## src/hw/rtl/smms_pkg.sv

```systemverilog
// Shared types, constants and codes of the scan-to-map match scorer.
package smms_pkg;

	// Map and scan geometry
	localparam int MAP_SIDE        = 512;
	localparam int MAX_SCAN_POINTS = 4096;
	localparam int COORD_FRAC_BITS = 20;
	localparam int MAP_DEPTH       = MAP_SIDE * MAP_SIDE;
	localparam int MAP_AW          = $clog2(MAP_DEPTH);
	localparam int SIDE_W          = $clog2(MAP_SIDE) + 1;
	localparam int COORD_W         = $clog2(MAP_SIDE);
	localparam int PS_W            = $clog2(MAX_SCAN_POINTS) + 1;

	// Field widths
	localparam int ADDR_W   = 18;
	localparam int PIX_W    = 16;
	localparam int MM_W     = 16;
	localparam int TRIG_W   = 24;
	localparam int OFF_W    = 36;
	localparam int CFG_W    = 36;
	localparam int CFG_IX_W = 3;
	localparam int SCORE_W  = 27;

	// Datapath widths
	localparam int PROD_W = TRIG_W + MM_W;
	localparam int ROT_W  = PROD_W + 1;
	localparam int FX_W   = ROT_W + 1;
	localparam int X_W    = FX_W - COORD_FRAC_BITS;
	localparam logic signed [FX_W-1:0] HALF_PIX = FX_W'(1) <<< (COORD_FRAC_BITS - 1);

	// Accumulators and divider
	localparam int SUM_W       = 29;
	localparam int CNT_W       = 13;
	localparam int SCALE_SHIFT = 10;
	localparam int QUO_W       = SCORE_W - 1;
	localparam int DIVD_W      = SUM_W + SCALE_SHIFT;
	localparam int STEP_W      = $clog2(QUO_W);

	typedef enum logic [CFG_IX_W-1:0] {
		CFG_COS,
		CFG_SIN,
		CFG_OFFX,
		CFG_OFFY,
		CFG_SIDE,
		CFG_OBST
	} cfg_idx_t;

	typedef enum logic [1:0] {
		DIV_IDLE,
		DIV_RUN,
		DIV_HOLD
	} div_state_t;

	typedef struct packed {
		logic signed [TRIG_W-1:0] cos_scaled;
		logic signed [TRIG_W-1:0] sin_scaled;
		logic signed [OFF_W-1:0]  offset_x;
		logic signed [OFF_W-1:0]  offset_y;
		logic [SIDE_W-1:0]        map_side;
		logic [PIX_W-1:0]         obstacle_value;
	} cfg_t;

	// One classified transaction on its way from front to back
	typedef struct packed {
		logic                   wr;
		logic                   use_pt;
		logic                   last;
		logic [ADDR_W-1:0]      map_address;
		logic [PIX_W-1:0]       map_value;
		logic signed [MM_W-1:0] px;
		logic signed [MM_W-1:0] py;
	} item_t;

	typedef struct packed {
		logic             valid;
		logic [SUM_W-1:0] sum;
		logic [CNT_W-1:0] cnt;
	} div_req_t;

endpackage

```

## src/hw/rtl/smms_front.sv

```systemverilog
// Front end: accepts transactions, classifies them and counts scan points.
module smms_front import smms_pkg::*; (
	input  logic                   clk,
	input  logic                   arst_n,
	input  logic                   push,
	input  logic                   q_full,
	input  cfg_t                   cfg,
	input  logic                   req_type,
	input  logic [ADDR_W-1:0]      map_address,
	input  logic [PIX_W-1:0]       map_value,
	input  logic signed [MM_W-1:0] point_x_mm,
	input  logic signed [MM_W-1:0] point_y_mm,
	input  logic [PIX_W-1:0]       point_value,
	input  logic                   last,
	output logic                   q_push,
	output item_t                  q_item
);

	logic [PS_W-1:0] points_seen_q;
	logic            accept;
	logic            under_limit;

	assign accept      = push && !q_full;
	assign under_limit = points_seen_q < PS_W'(MAX_SCAN_POINTS);

	always_comb begin
		q_item.wr          = !req_type && ({1'b0, map_address} < (ADDR_W + 1)'(MAP_DEPTH));
		q_item.use_pt      = req_type && under_limit && (point_value == cfg.obstacle_value);
		q_item.last        = req_type && last;
		q_item.map_address = map_address;
		q_item.map_value   = map_value;
		q_item.px          = point_x_mm;
		q_item.py          = point_y_mm;
		// points that neither write, count nor close a scan are dropped here
		q_push = accept && (q_item.wr || q_item.use_pt || q_item.last);
	end

	always_ff @(posedge clk or negedge arst_n) begin
		if (!arst_n) begin
			points_seen_q <= '0;
		end else if (accept && req_type) begin
			if (last)
				points_seen_q <= '0;
			else if (under_limit)
				points_seen_q <= points_seen_q + PS_W'(1);
		end
	end

endmodule

```

## config.mk

```make
export PLATFORM = sky130hd
export DESIGN_NAME = smms_front
export DESIGN_NICKNAME = d
export VERILOG_FILES = /design/src/hw/rtl/smms_pkg.sv /design/src/hw/rtl/smms_front.sv
export SDC_FILE = /design/constraint.sdc
export NUM_CORES = 1
export LEC_CHECK = 0
export ABC_AREA = 1
export BUFFER_PORTS_ARGS = -buffer_cell sky130_fd_sc_hd__buf_2
export CORE_AREA = 8 8 112 114
export DETAILED_ROUTE_END_ITERATION = 10
export DIE_AREA = 0 0 120 122
export MAX_ROUTING_LAYER = met4
export PLACE_DENSITY_LB_ADDON = 0.2
export SYNTH_ARGS = -nofsm -noshare
export SYNTH_HDL_FRONTEND = slang
export SYNTH_SLANG_ARGS = --single-unit
```

## constraint.sdc

```tcl
create_clock -name clk -period 1.4 [get_ports clk]
set_input_delay 0.21 -clock clk [delete_from_list [all_inputs] [get_ports clk]]
set_output_delay 0.21 -clock clk [all_outputs]
set_load 0.02 [all_outputs]
```

After elaboration in Yosys (flattened, before gate mapping)
Index checks and enable logic that the tools add are counted.
W data, S select, Z words.
{ "word_totals": {"ff_bits": 13, "input_bits": 234, "output_inout_bits": 70, "word_cells": 18} }
{ "op_classes": {"addsub": 1, "n_lt_le_gt_ge": 1, "n_eq_ne": 1, "mux": 2, "reduce_logical": 12} }
{ "ops": {"columns": ["cell", "count"], "rows": [
  ["$mux W13", 2],
  ["$eq A16 B16 Y1", 1],
  ["$add A13 B1 Y13 const B", 1],
  ["$lt A13 B13 Y1 const B", 1],
  ["$logic_and A1 B1 Y1", 6],
  ["$logic_not A1 Y1", 2],
  ["$logic_or A1 B1 Y1", 2],
  ["$reduce_and A2 Y1", 1],
  ["$reduce_bool A2 Y1", 1]
]} }

Logic depth before layout (Yosys ltp)
Gate-level depths: netlist of run 1.
{ "depth": {"word_depth": 6, "mapped_depth": 9, "mapped_depth_nobuf": 9} }

Worst setup path after synthesis of run 1
Ideal clock, no wire load.
{ "synth_path": {"path_kind": "reg-to-output", "startpoint": "reg points_seen_q[12]", "endpoint": "out q_push", "t_arrival_ns": 1.176, "required_time_ns": 1.190, "slack_ns": 0.014, "stages_incl_launch_ff": 8, "path_buffers": 0, "cell_sequence": "dfrtp_1 > inv_1 > nand2_2 > nor2_1 > nand3_1 > nor2_1 > nand3_1 > a21oi_1"} }
{ "synth_between": {"elab_chain_cells": 6} }
{ "synth_lines": {"columns": ["item", "line", "text"], "rows": [
  ["start: declaration", "smms_front.sv:19", "logic [PS_W-1:0] points_seen_q;"],
  ["start signal: assignment", "smms_front.sv:45", "points_seen_q <= points_seen_q + PS_W'(1);"],
  ["$lt A13 B13 Y1", "smms_front.sv:24", "assign under_limit = points_seen_q < PS_W'(MAX_SCAN_POINTS);"],
  ["$logic_and A1 B1 Y1 (2 in a row)", "smms_front.sv:28", "q_item.use_pt = req_type && under_limit && (point_value == cfg.obstacle_value);"],
  ["$logic_or A1 B1 Y1 (2 in a row)", "smms_front.sv:35", "q_push = accept && (q_item.wr || q_item.use_pt || q_item.last);"],
  ["$logic_and A1 B1 Y1", "smms_front.sv:35", null],
  ["end: declaration", "smms_front.sv:15", "output logic q_push,"]
]} }
No other way between the ends.

Worst setup path in the final report of run 1
Ends and elaborated chain as after synthesis.

==> results.md, run 1 <==
* Outcome: finished with violations
* Failing checks: setup timing
* I/O Buffers at 41
* Routability cong. at approximately 0.75
* Crit Path Max Fanout at 2
* H-Tree Depth at 1
* CP max stage delay at about 0.37 ns
* Final worst setup slack at -0.284 ns
* WP data required at ~1.2 ns
* Total negative slack at -0.557 ns
* Initial antenna violation count at 1
* Mapped Nets at between 400 and 500
* Peak supply drop at between 0.0003 and 0.0004 V
* Synthesized instance count at 260
* Pleak at around 0.00093 uW
* Longest Clk Path Bufs at 2
* Tot GR Track Use at about 9%
* Slew Viols, Final at 0
* Final setup viols at 3
* Post-DRT Antenna Nets at 0
* Largest regs: points_seen_q (13)
* Detailed Route WL at roughly 6500 um
* Clk_lat worst skew at ~0.25 ns
* Register area at approximately 330 um2
* Area of the core at roughly 11000 um2
* Worst-Margin Slew at around 0.33 ns
* Clock Sinks at 13
* Fin nets at 498
* Pin count of the biggest net entering global routing at 14
* Placement Setup Slack at -0.163 ns
* DRC at 0
* Crit start category: flop
* Total power at 1110 uW
* DR iter-0 viols at 25
* Die area at 14600 um2
* Via Count at approximately 1400
* Clk slew on worst S/H paths at about 0.06 ns
* Die height at about 120 um
* Overflow after GRT at 0
* Cell Area, Placed at around 1700 um2
* Worst endpoint data arrival time at approximately 1.5 ns
* Design Area, Final at 1800 um2
* Row count at 38
* Multi-input logic area at between 600 and 700 um2
* RSZ-0062 raised after global routing: true
* Layout fillers at ~1300
* Final worst path period share at 120%
* Register area share after synthesis at around 20%
* Ports at between 300 and 400
* Biggest register: points_seen_q
* Hold Slack at slightly below 0.3 ns
* Share of layout cells above drive strength 1 at 32.8%
* Vias per cell at between 3 and 4
* Number of flip-flops in the largest register at 13
* Syn Area/Cell at ~6.4 um2
* Final hold vios at 0
* Slowest CP cell: dfrtp_1
* Clock Tree Root: clkbuf_8
* First-pass GRT wire length at 9380 um
* HP Class: in2reg
* DIE WIDTH at ~120 um
* Cell variety after synth at 20
* CP Cell Sequence: inv_2 > nand2_2 > nor2_1 > nand3_1 > nor2_1 > nand3_1 > a21oi_2 > buf_6
* Starting Density at approximately 16%
* TritonCTS Buffers at 3
* Vias in the first global route at about 1500
* Yosys reg bits at 13
* Setup Skew at about 0.0012 ns
* Area grow syn2layout at 8.21%
* Worst setup EP type: output pin
* Pwr dens at 619 nW/um2
* Post-DR wirelength/cell at around 16 um
* Total iterations of the first detailed-routing run at 4
* Max Clk Rate at slightly below 600 MHz
* Maxcap violations at 0
* Minimum clock period at approximately 1.7 ns
* DP HPWL at between 5000 and 6000 um
* Worst Setup Path Type: reg2out
* Synthesized area at approximately 1700 um2
* Yosys warns at 0
* Relative slew slack at 77.9%
* CTS tree: done
[placed cells by master, fill, tap and decap left out, types with 2 or more instances in the layout]
| cell type | instances |
|---|---|
| o21ai_0 | 6 |
| buf_6 | 2 |
| nand3_2 | 2 |
| nand2_1 | 52 |
| clkbuf_8 | 3 |
| nand3_1 | 9 |
| inv_1 | 41 |
| nor2_1 | 26 |
| a21oi_1 | 9 |
| nand2_2 | 5 |
| buf_4 | 22 |
| buf_2 | 39 |
| xnor2_1 | 3 |
| o21ai_1 | 3 |
| nor3b_1 | 2 |
| a21oi_2 | 2 |
| dfrtp_1 | 13 |
| nor3_1 | 4 |
| nand4_1 | 4 |
| nor2_2 | 4 |
| nor2_4 | 5 |
[path summary, 6_finish.rpt]
path	cells past startpoint	to	slack, ns	start
setup / recovery	8	q_push	-0.28	points_seen_q[12]
hold / removal	4	points_seen_q[1]	0.29	last
setup reg to reg	9	points_seen_q[4]	-0.03	points_seen_q[12]
hold reg to reg	1	points_seen_q[8]	0.51	points_seen_q[8]
max in group asynchronous	2	points_seen_q[6]	0.76	arst_n
min in group asynchronous	2	points_seen_q[9]	0.39	arst_n
[synthesized netlist by cell type]
cell     count  area share [%]
nand3_1      9             2.7
nand4_1      4             1.5
buf_4       66              30
xor2_1       1            0.53
nor2_1      27             6.1
nand2_1     52              12
nor3_1       4             1.2
dfrtp_1     13              20
o21ai_0      6             1.8
inv_1       42             9.5
a21oi_1     10             3.0
a21oi_2      1            0.53
nand3_2      2             1.2
nor3b_1      3             1.4
nor2_2       4             1.5
nor2_4       4             2.7
o21ai_1      3            0.90
xnor2_1      3             1.6
nand2_2      5             1.9
ha_1         1            0.75
[per-layer routing]
metal / wire [um] / vias to the layer above / GRT usage [%] / part of all wire [%]
met5: 0 / - / - / 0
met4: 806 / 0 / 10.3 / 12
met3: 1760 / 74 / 10.0 / 27
met2: 1930 / 63 / 10.0 / 30
met1: 1970 / 532 / 7.13 / 30
li1: - / 730 / - / -
[cell families (layout without fill, tap and decap cells)]
group | count (synthesis) | after routing | synth area share, %
other cells | 0 | 1 | 0
fa+ha+maj | 1 | 1 | 0.753
compound gates | 20 | 20 | 6.25
xor+xnor | 4 | 4 | 2.11
buf+inv | 108 | 110 | 39.3
flops | 13 | 13 | 19.6
simple gates | 114 | 114 | 32.0
[through the flow]
step	util, %	instances
after global routing	16.8	403
final	16.8	403
after global placement	15.9	396
after CTS	16.6	401
after detailed placement	15.9	396
after floorplan	-	260
[critical path, delay by kind of cell (launching register included)]
kind / cells / cell delay (ns)
compound gates: 1 / 0.22
buf+inv: 2 / 0.21
flops: 1 / 0.37
simple gates: 5 / 0.43
[power breakdown]
group          switching, uW  total, uW  internal, uW  leakage [uW]
Combinational            180        344           163      0.000727
Clock                    148        350           201     0.0000228
Sequential              15.5        418           403      0.000179
[layout make-up]
cell class	count	area share (%)
repair buffers	64	21.9
inverters	42	8.77
well taps	140	9.75
diodes	1	0.139
clock buffers	4	2.51
multi-input cells	139	38.9
flip-flops and latches	13	18.1
[what timing repair did]
item / 4_1_cts / 5_1_grt
hold buffers: 1 / 0
endpoints found under the setup margin: 6 / 11
setup buffers: 0 / 1
resized for setup: 6 / 3
hold endpoints to repair: 13 / 0
pin swaps: 7 / 5
Note: power is estimated with default switching activity, not from simulation.
==> run 2, diff against run 1 <==
--- a/config.mk
+++ b/config.mk
@@ -8,6 +8,7 @@
 export ABC_AREA = 1
 export BUFFER_PORTS_ARGS = -buffer_cell sky130_fd_sc_hd__buf_2
 export CORE_AREA = 8 8 112 114
+export CTS_CLUSTER_SIZE = 40
 export DETAILED_ROUTE_END_ITERATION = 10
 export DIE_AREA = 0 0 120 122
 export MAX_ROUTING_LAYER = met4
==> constraint.sdc (replaced) <==
create_clock -name clk -period 1.4 [get_ports clk]
set_input_delay 0.14 -clock clk [delete_from_list [all_inputs] [get_ports clk]]
set_output_delay 0.14 -clock clk [all_outputs]
set_load 0.02 [all_outputs]
==> results.md, run 2 (synthesis gave the netlist of run 1 again) <==
* TritonCTS Buffers at 3 (unchanged)
* Die height at 122 um (unchanged)
* Cell Area, Placed at 1610 um2 (-5.7%)
* Clk slew on worst S/H paths at 0.06 ns (about the same)
* Routability cong. at 0.749 (about the same)
* Via Count at 1383 (-1.1%)
* Worst setup EP type: output pin
* Largest regs: points_seen_q (13)
* CP top delay family: simple AND/OR/NAND/NOR gates
* Commonest non-fill, non-tap cell in the layout: nand2_1
* CP max stage delay at 0.37 ns (about the same)
* HP Class: in2reg
* Post-DR wirelength/cell at 16.4 um (+2.2%)
* H-Tree Depth at 1 (unchanged)
* I/O Buffers at 41 (unchanged)
* Maxcap violations at 0 (unchanged)
* Switching share of power at 31.1% (+0.15 points)
* Seq pwr share at 38.6% (+1.0 points)
* Vias in the first global route at 1381 (-8.2%)
* DP HPWL at 5770 um (-0.50%)
* Outcome: finished with violations
* DRC at 0 (unchanged)
* Layout Cells excl Fill at 392 (-2.7%)
* Final hold vios at 0 (unchanged)
* RSZ-0062 raised after global routing: true
* CTS tree: done
* Tot GR Track Use at 8.65% (-0.35 points)
* Crit path buffers/inverters at 2 (unchanged)
* P_int at 750 uW (-2.3%)
* Worst Setup Path Type: reg2out
* Longest Clk Path Bufs at 2 (unchanged)
* Clock Tree Root: clkbuf_8
* Slowest CP cell: dfrtp_1
* DIE WIDTH at 120 um (unchanged)
* Final setup viols at 5 (+2)
* Die area at 14600 um2 (unchanged)
* Relative slew slack at 78.6% (+0.65 points)
* Design Area, Final at 1750 um2 (-2.6%)
* Placement Setup Slack at -0.116 ns (+0.0473 ns)
* Post-DRT Antenna Nets at 0 (unchanged)
* Area grow syn2layout at 5.35%
* Pwr dens at 622 nW/um2 (+0.54%)
* Ports at 304 (unchanged)
* Fin nets at 487 (-2.2%)
* Biggest register: points_seen_q
* Peak supply drop at 0.000373 V (+7.0%)
* WP data required at 1.26 ns (+0.07 ns)
* Overflow after GRT at 0 (unchanged)
* Worst-Margin Slew at 0.321 ns (-0.00980 ns)
* Number of flip-flops in the largest register at 13 (unchanged)
* Placed cell count at 383 (-3.3%)
* Slew Viols, Final at 0 (unchanged)
* Most frequent cells in the layout: 52 x nand2_1, 40 x inv_1, 39 x buf_2
* Crit start category: flop
* Area of the core at 10700 um2 (unchanged)
* Layout fillers at 1239 (-1.8%)
* Total negative slack at -0.473 ns (+0.0845 ns)
* Final worst path period share at 110% (-10 points)
* CP Cell Sequence: inv_2 > nand2_2 > nor2_1 > nand3_1 > nor2_2 > nand3_2 > a21oi_4 > buf_6
* Combinational share of power at 29.9% (-1.0 points)
* First-pass GRT wire length at 9000 um (-4.0%)
* Crit Path Max Fanout at 2 (unchanged)
* Total iterations of the first detailed-routing run at 4 (unchanged)
* Clk_lat worst skew at 0.24 ns (about the same)
* Pleak at 0.000880 uW (-5.2%)
* Initial antenna violation count at 1 (unchanged)
* Failing checks: setup timing
* Max Clk Rate at 649 MHz (+9.3%)
* Detailed Route WL at 6420 um (-0.59%)
* Starting Density at 15.5% (unchanged)
* Final worst setup slack at -0.141 ns (+0.143 ns)
* Worst endpoint data arrival time at 1.40 ns (-0.07 ns)
* Setup Skew at 0.00119 ns (-0.0000510 ns)
* Share of layout cells above drive strength 1 at 31.9% (-0.95 points)
* DR iter-0 viols at 34 (+36%)
* Clock power frac at 31.5% (about the same)
* Psw at 338 uW (-1.6%)
* Pin count of the biggest net entering global routing at 14 (unchanged)
* Clock Sinks at 13 (unchanged)
* Hold Slack at 0.211 ns (-0.0775 ns)
* Minimum clock period at 1.54 ns (-0.143 ns)
* Vias per cell at 3.53 (+1.6%)
* Row count at 38 (unchanged)
-- run 2: changes by cell type in the layout (fill, tap and decap cells not counted), sizes merged --
cell	previous run	this run
buf	63	52
-- run 2: path summary, 6_finish.rpt --
| path | startpoint | end | slack [ns] | cells past startpoint |
|---|---|---|---|---|
| setup / recovery | points_seen_q[12] | q_push | -0.14 | 8 |
| hold / removal | last | points_seen_q[1] | 0.21 | 4 |
| setup reg to reg | points_seen_q[12] | points_seen_q[4] | -0.12 | 10 |
| hold reg to reg | points_seen_q[8] | points_seen_q[8] | 0.51 | 1 |
| max in group asynchronous | arst_n | points_seen_q[8] | 0.84 | 2 |
| min in group asynchronous | arst_n | points_seen_q[9] | 0.32 | 2 |
-- run 2: layer usage --
| layer | up-vias | GRT usage [%] | share of wire, % |
|---|---|---|---|
| li1 | 710 | - | - |
| met1 | 536 | 7.00 | 30 |
| met2 | 65 | 9.08 | 30 |
| met3 | 72 | 10.2 | 28 |
| met4 | 0 | 9.84 | 12 |
| met5 | - | - | 0 |
-- run 2: metrics by stage --
stage,utilization [%],total power [uW]
6_report,16.4,1090
5_1_grt,16.4,1180
4_1_cts,15.7,1100
3_5_place_dp,15.0,732
3_3_place_gp,15.0,732
2_1_floorplan,-,856
-- run 2: layout make-up --
| cell class | instances | area, um2 | share of cell area, % |
|---|---|---|---|
| Antenna cell | 1 | 2.50 | 0.143 |
| Tap cell | 140 | 175 | 10.0 |
| Sequential cell | 13 | 325 | 18.6 |
| Timing Repair Buffer | 53 | 314 | 18.0 |
| Multi-Input combinational cell | 139 | 729 | 41.7 |
| Inverter | 42 | 158 | 9.01 |
| Clock buffer | 4 | 45.0 | 2.58 |
-- run 2: repair_timing --
item                                   4_1_cts  5_1_grt
setup buffers                                0        3
pin swaps                                    7       10
hold buffers                                 1        0
endpoints found under the hold margin       13        0
setup endpoints to repair                    6        9
gates resized for setup                      6       14
-- run 2: power by group through the flow --
stage          clock [uW]  sequential, uW  combinational (uW)
2_1_floorplan           0             428                 428
3_3_place_gp            0             426                 306
3_5_place_dp            0             426                 305
4_1_cts               366             419                 313
5_1_grt               382             423                 370
6_report              343             420                 325
-- run 2: worst min-delay path: stages --
cell and delay [ns]:
buf_2 0.11, inv_1 0.05, nand3_1 0.07, nand2_1 0.05
==> run 3, diff against run 2 <==
==> constraint.sdc (replaced) <==
create_clock -name clk -period 1.4 [get_ports clk]
set_input_delay 0.28 -clock clk [delete_from_list [all_inputs] [get_ports clk]]
set_output_delay 0.28 -clock clk [all_outputs]
set_load 0.02 [all_outputs]
==> results.md, run 3 (synthesis gave the netlist of run 1 again) <==
* Outcome: finished with violations
* Failing checks: setup timing
* Clk_lat worst skew at 0.24 ns (about the same)
* RR Startpoint: points_seen_q[12]
* CTS tree: done
* Psw at 335 uW (-1.0%)
* Number of flip-flops in the largest register at 13 (unchanged)
* Hold Path Sink: points_seen_q[0]
* DR iter-0 viols at 29 (-15%)
* Hold Path Stages at 4 (unchanged)
* Pwr dens at 596 nW/um2 (-4.3%)
* Clock power frac at 30.4% (-1.1 points)
* Largest regs: points_seen_q (13)
* Ports at 304 (unchanged)
* Routability cong. at 0.752 (+0.39%)
* Vias in the first global route at 1432 (+3.7%)
* Most frequent cells in the layout: 52 x nand2_1, 41 x inv_1, 39 x buf_2
* Max Clk Rate at 588 MHz (-9.3%)
* Clock Sinks at 13 (unchanged)
* Crit start category: flop
* Worst hold start: last
* RSZ-0062 raised after global routing: true
* Clk slew on worst S/H paths at 0.06 ns (about the same)
* Worst setup EP type: output pin
* I/O Buffers at 41 (unchanged)
* H-Tree Depth at 1 (unchanged)
* Via Count at 1436 (+3.8%)
* Starting Density at 15.5% (unchanged)
* HP Class: in2reg
* Worst flop-to-flop path endpoint: points_seen_q[4]
* Biggest register: points_seen_q
* Slew Viols, Final at 0 (unchanged)
* Worst Setup Path Type: reg2out
* Final worst path period share at 121% (+11 points)
* Post-DRT Antenna Nets at 0 (unchanged)
* Initial antenna violation count at 0 (-1)
* Commonest non-fill, non-tap cell in the layout: nand2_1
* Die area at 14600 um2 (unchanged)
* Switching share of power at 30.2% (-0.93 points)
* Placed cell count at 391 (+2.1%)
* Hold Slack at 0.358 ns (+0.147 ns)
* Overflow after GRT at 0 (unchanged)
* Total power at 1110 uW (+2.0%)
* Combinational share of power at 31.7% (+1.8 points)
* Total iterations of the first detailed-routing run at 4 (unchanged)
* P_int at 775 uW (+3.4%)
* Worst-Margin Slew at 0.371 ns (+0.0494 ns)
* DRC at 0 (unchanged)
* Peak supply drop at 0.000264 V (-29%)
* First-pass GRT wire length at 9240 um (+2.6%)
* Vias per cell at 3.55 (+0.75%)
* Relative slew slack at 75.2% (-3.4 points)
* WP data required at 1.12 ns (-0.14 ns)
* Layout Cells excl Fill at 404 (+3.1%)
* Pin count of the biggest net entering global routing at 14 (unchanged)
* Die height at 122 um (unchanged)
* Detailed Route WL at 6690 um (+4.1%)
* Seq pwr share at 37.8% (-0.8 points)
* Area of the core at 10700 um2 (unchanged)
* Clock Tree Root: clkbuf_8
* Minimum clock period at 1.70 ns (+0.159 ns)
* Final hold vios at 0 (unchanged)
* Share of layout cells above drive strength 1 at 35.7% (+3.9 points)
* Worst-case reg-to-reg path depth at 10 (unchanged)
* DP HPWL at 6080 um (+5.4%)
* Layout fillers at 1245 (+0.48%)
* Util after Layout at 17.4% (+1.1 points)
* Register area at 325 um2 (unchanged)
* Worst reg-to-reg setup slack at -0.15 ns (-0.03 ns)
* DIE WIDTH at 120 um (unchanged)
* Final setup viols at 8 (+3)
* TritonCTS Buffers at 3 (unchanged)
* Row count at 38 (unchanged)
* Setup Skew at 0.000971 ns (-0.000223 ns)
* Tot GR Track Use at 9.07% (+0.42 points)
* Multi-input logic area at 754 um2 (+3.4%)
* Post-DR wirelength/cell at 16.5 um (+0.99%)
* Pleak at 0.000950 uW (+8.0%)
* Crit Path Max Fanout at 3 (+1)
* Area grow syn2layout at 12.3%
* Final worst setup slack at -0.300 ns (-0.159 ns)
* Longest Clk Path Bufs at 2 (unchanged)
* Fin nets at 499 (+2.5%)
* Worst endpoint data arrival time at 1.42 ns (+0.02 ns)
* Maxcap violations at 0 (unchanged)
[run 3: cell count changes in the layout (fill, tap and decap cells not counted), sizes merged]
cell,change
buf,+12
[run 3: metal layers]
metal  GRT usage (%)  wire (um)  up-vias
met2            10.5       2260       81
li1                -          -      733
met3            11.5       2000       58
met5               -          0        -
met1            6.51       1770      564
met4            8.98        665        0
[run 3: how the worst max path moves through the flow]
stage	start	cells after the start	endpoint
final	points_seen_q[12]	8	q_push
after global placement	cfg[2]	7	q_item[67]
after global routing	points_seen_q[12]	8	q_push
after detailed placement	cfg[2]	7	q_item[67]
after CTS	points_seen_q[12]	8	q_push
after floorplan	points_seen_q[12]	7	q_push
[run 3: power by group through the flow]
stage	clock [uW]	combinational, uW	sequential (uW)
3_3_place_gp	0	323	426
6_report	338	352	420
2_1_floorplan	0	429	428
3_5_place_dp	0	323	426
4_1_cts	358	331	420
5_1_grt	370	401	423
[run 3: per-stage QoR]
step / worst slack [ns] / cell area [um2] / setup TNS [ns]
finish: -0.300 / 1860 / -0.882
global route: -0.412 / 1860 / -2.07
CTS: -0.380 / 1750 / -0.804
detailed placement: -0.283 / 1670 / -0.712
global placement: -0.264 / 1670 / -0.653
floorplan: 0.0294 / 1660 / 0
[run 3: cell type report]
type / count / share of cell area [%]
clock buffer: 4 / 2.42
sequential: 13 / 17.4
timing repair buffer: 65 / 21.7
inverter: 42 / 8.46
multi-input combinational: 139 / 40.5
tap: 140 / 9.40
antenna: 1 / 0.134
[run 3: worst max-delay path: stages, from the launching register on]
cell     delay, ns
dfrtp_1       0.37
inv_2         0.07
nand2_4       0.07
nor2_2        0.07
nand3_1       0.08
nor2_1        0.12
nand3_1       0.11
a21oi_2       0.16
buf_6         0.13
[run 3: timing repair]
action / in CTS / in global routing
setup endpoints to repair: 8 / 11
buffers inserted: 0 / 7
hold buffers: 1 / 0
gates resized for setup: 8 / 16
pin swaps: 8 / 15
endpoints found under the hold margin: 13 / 0
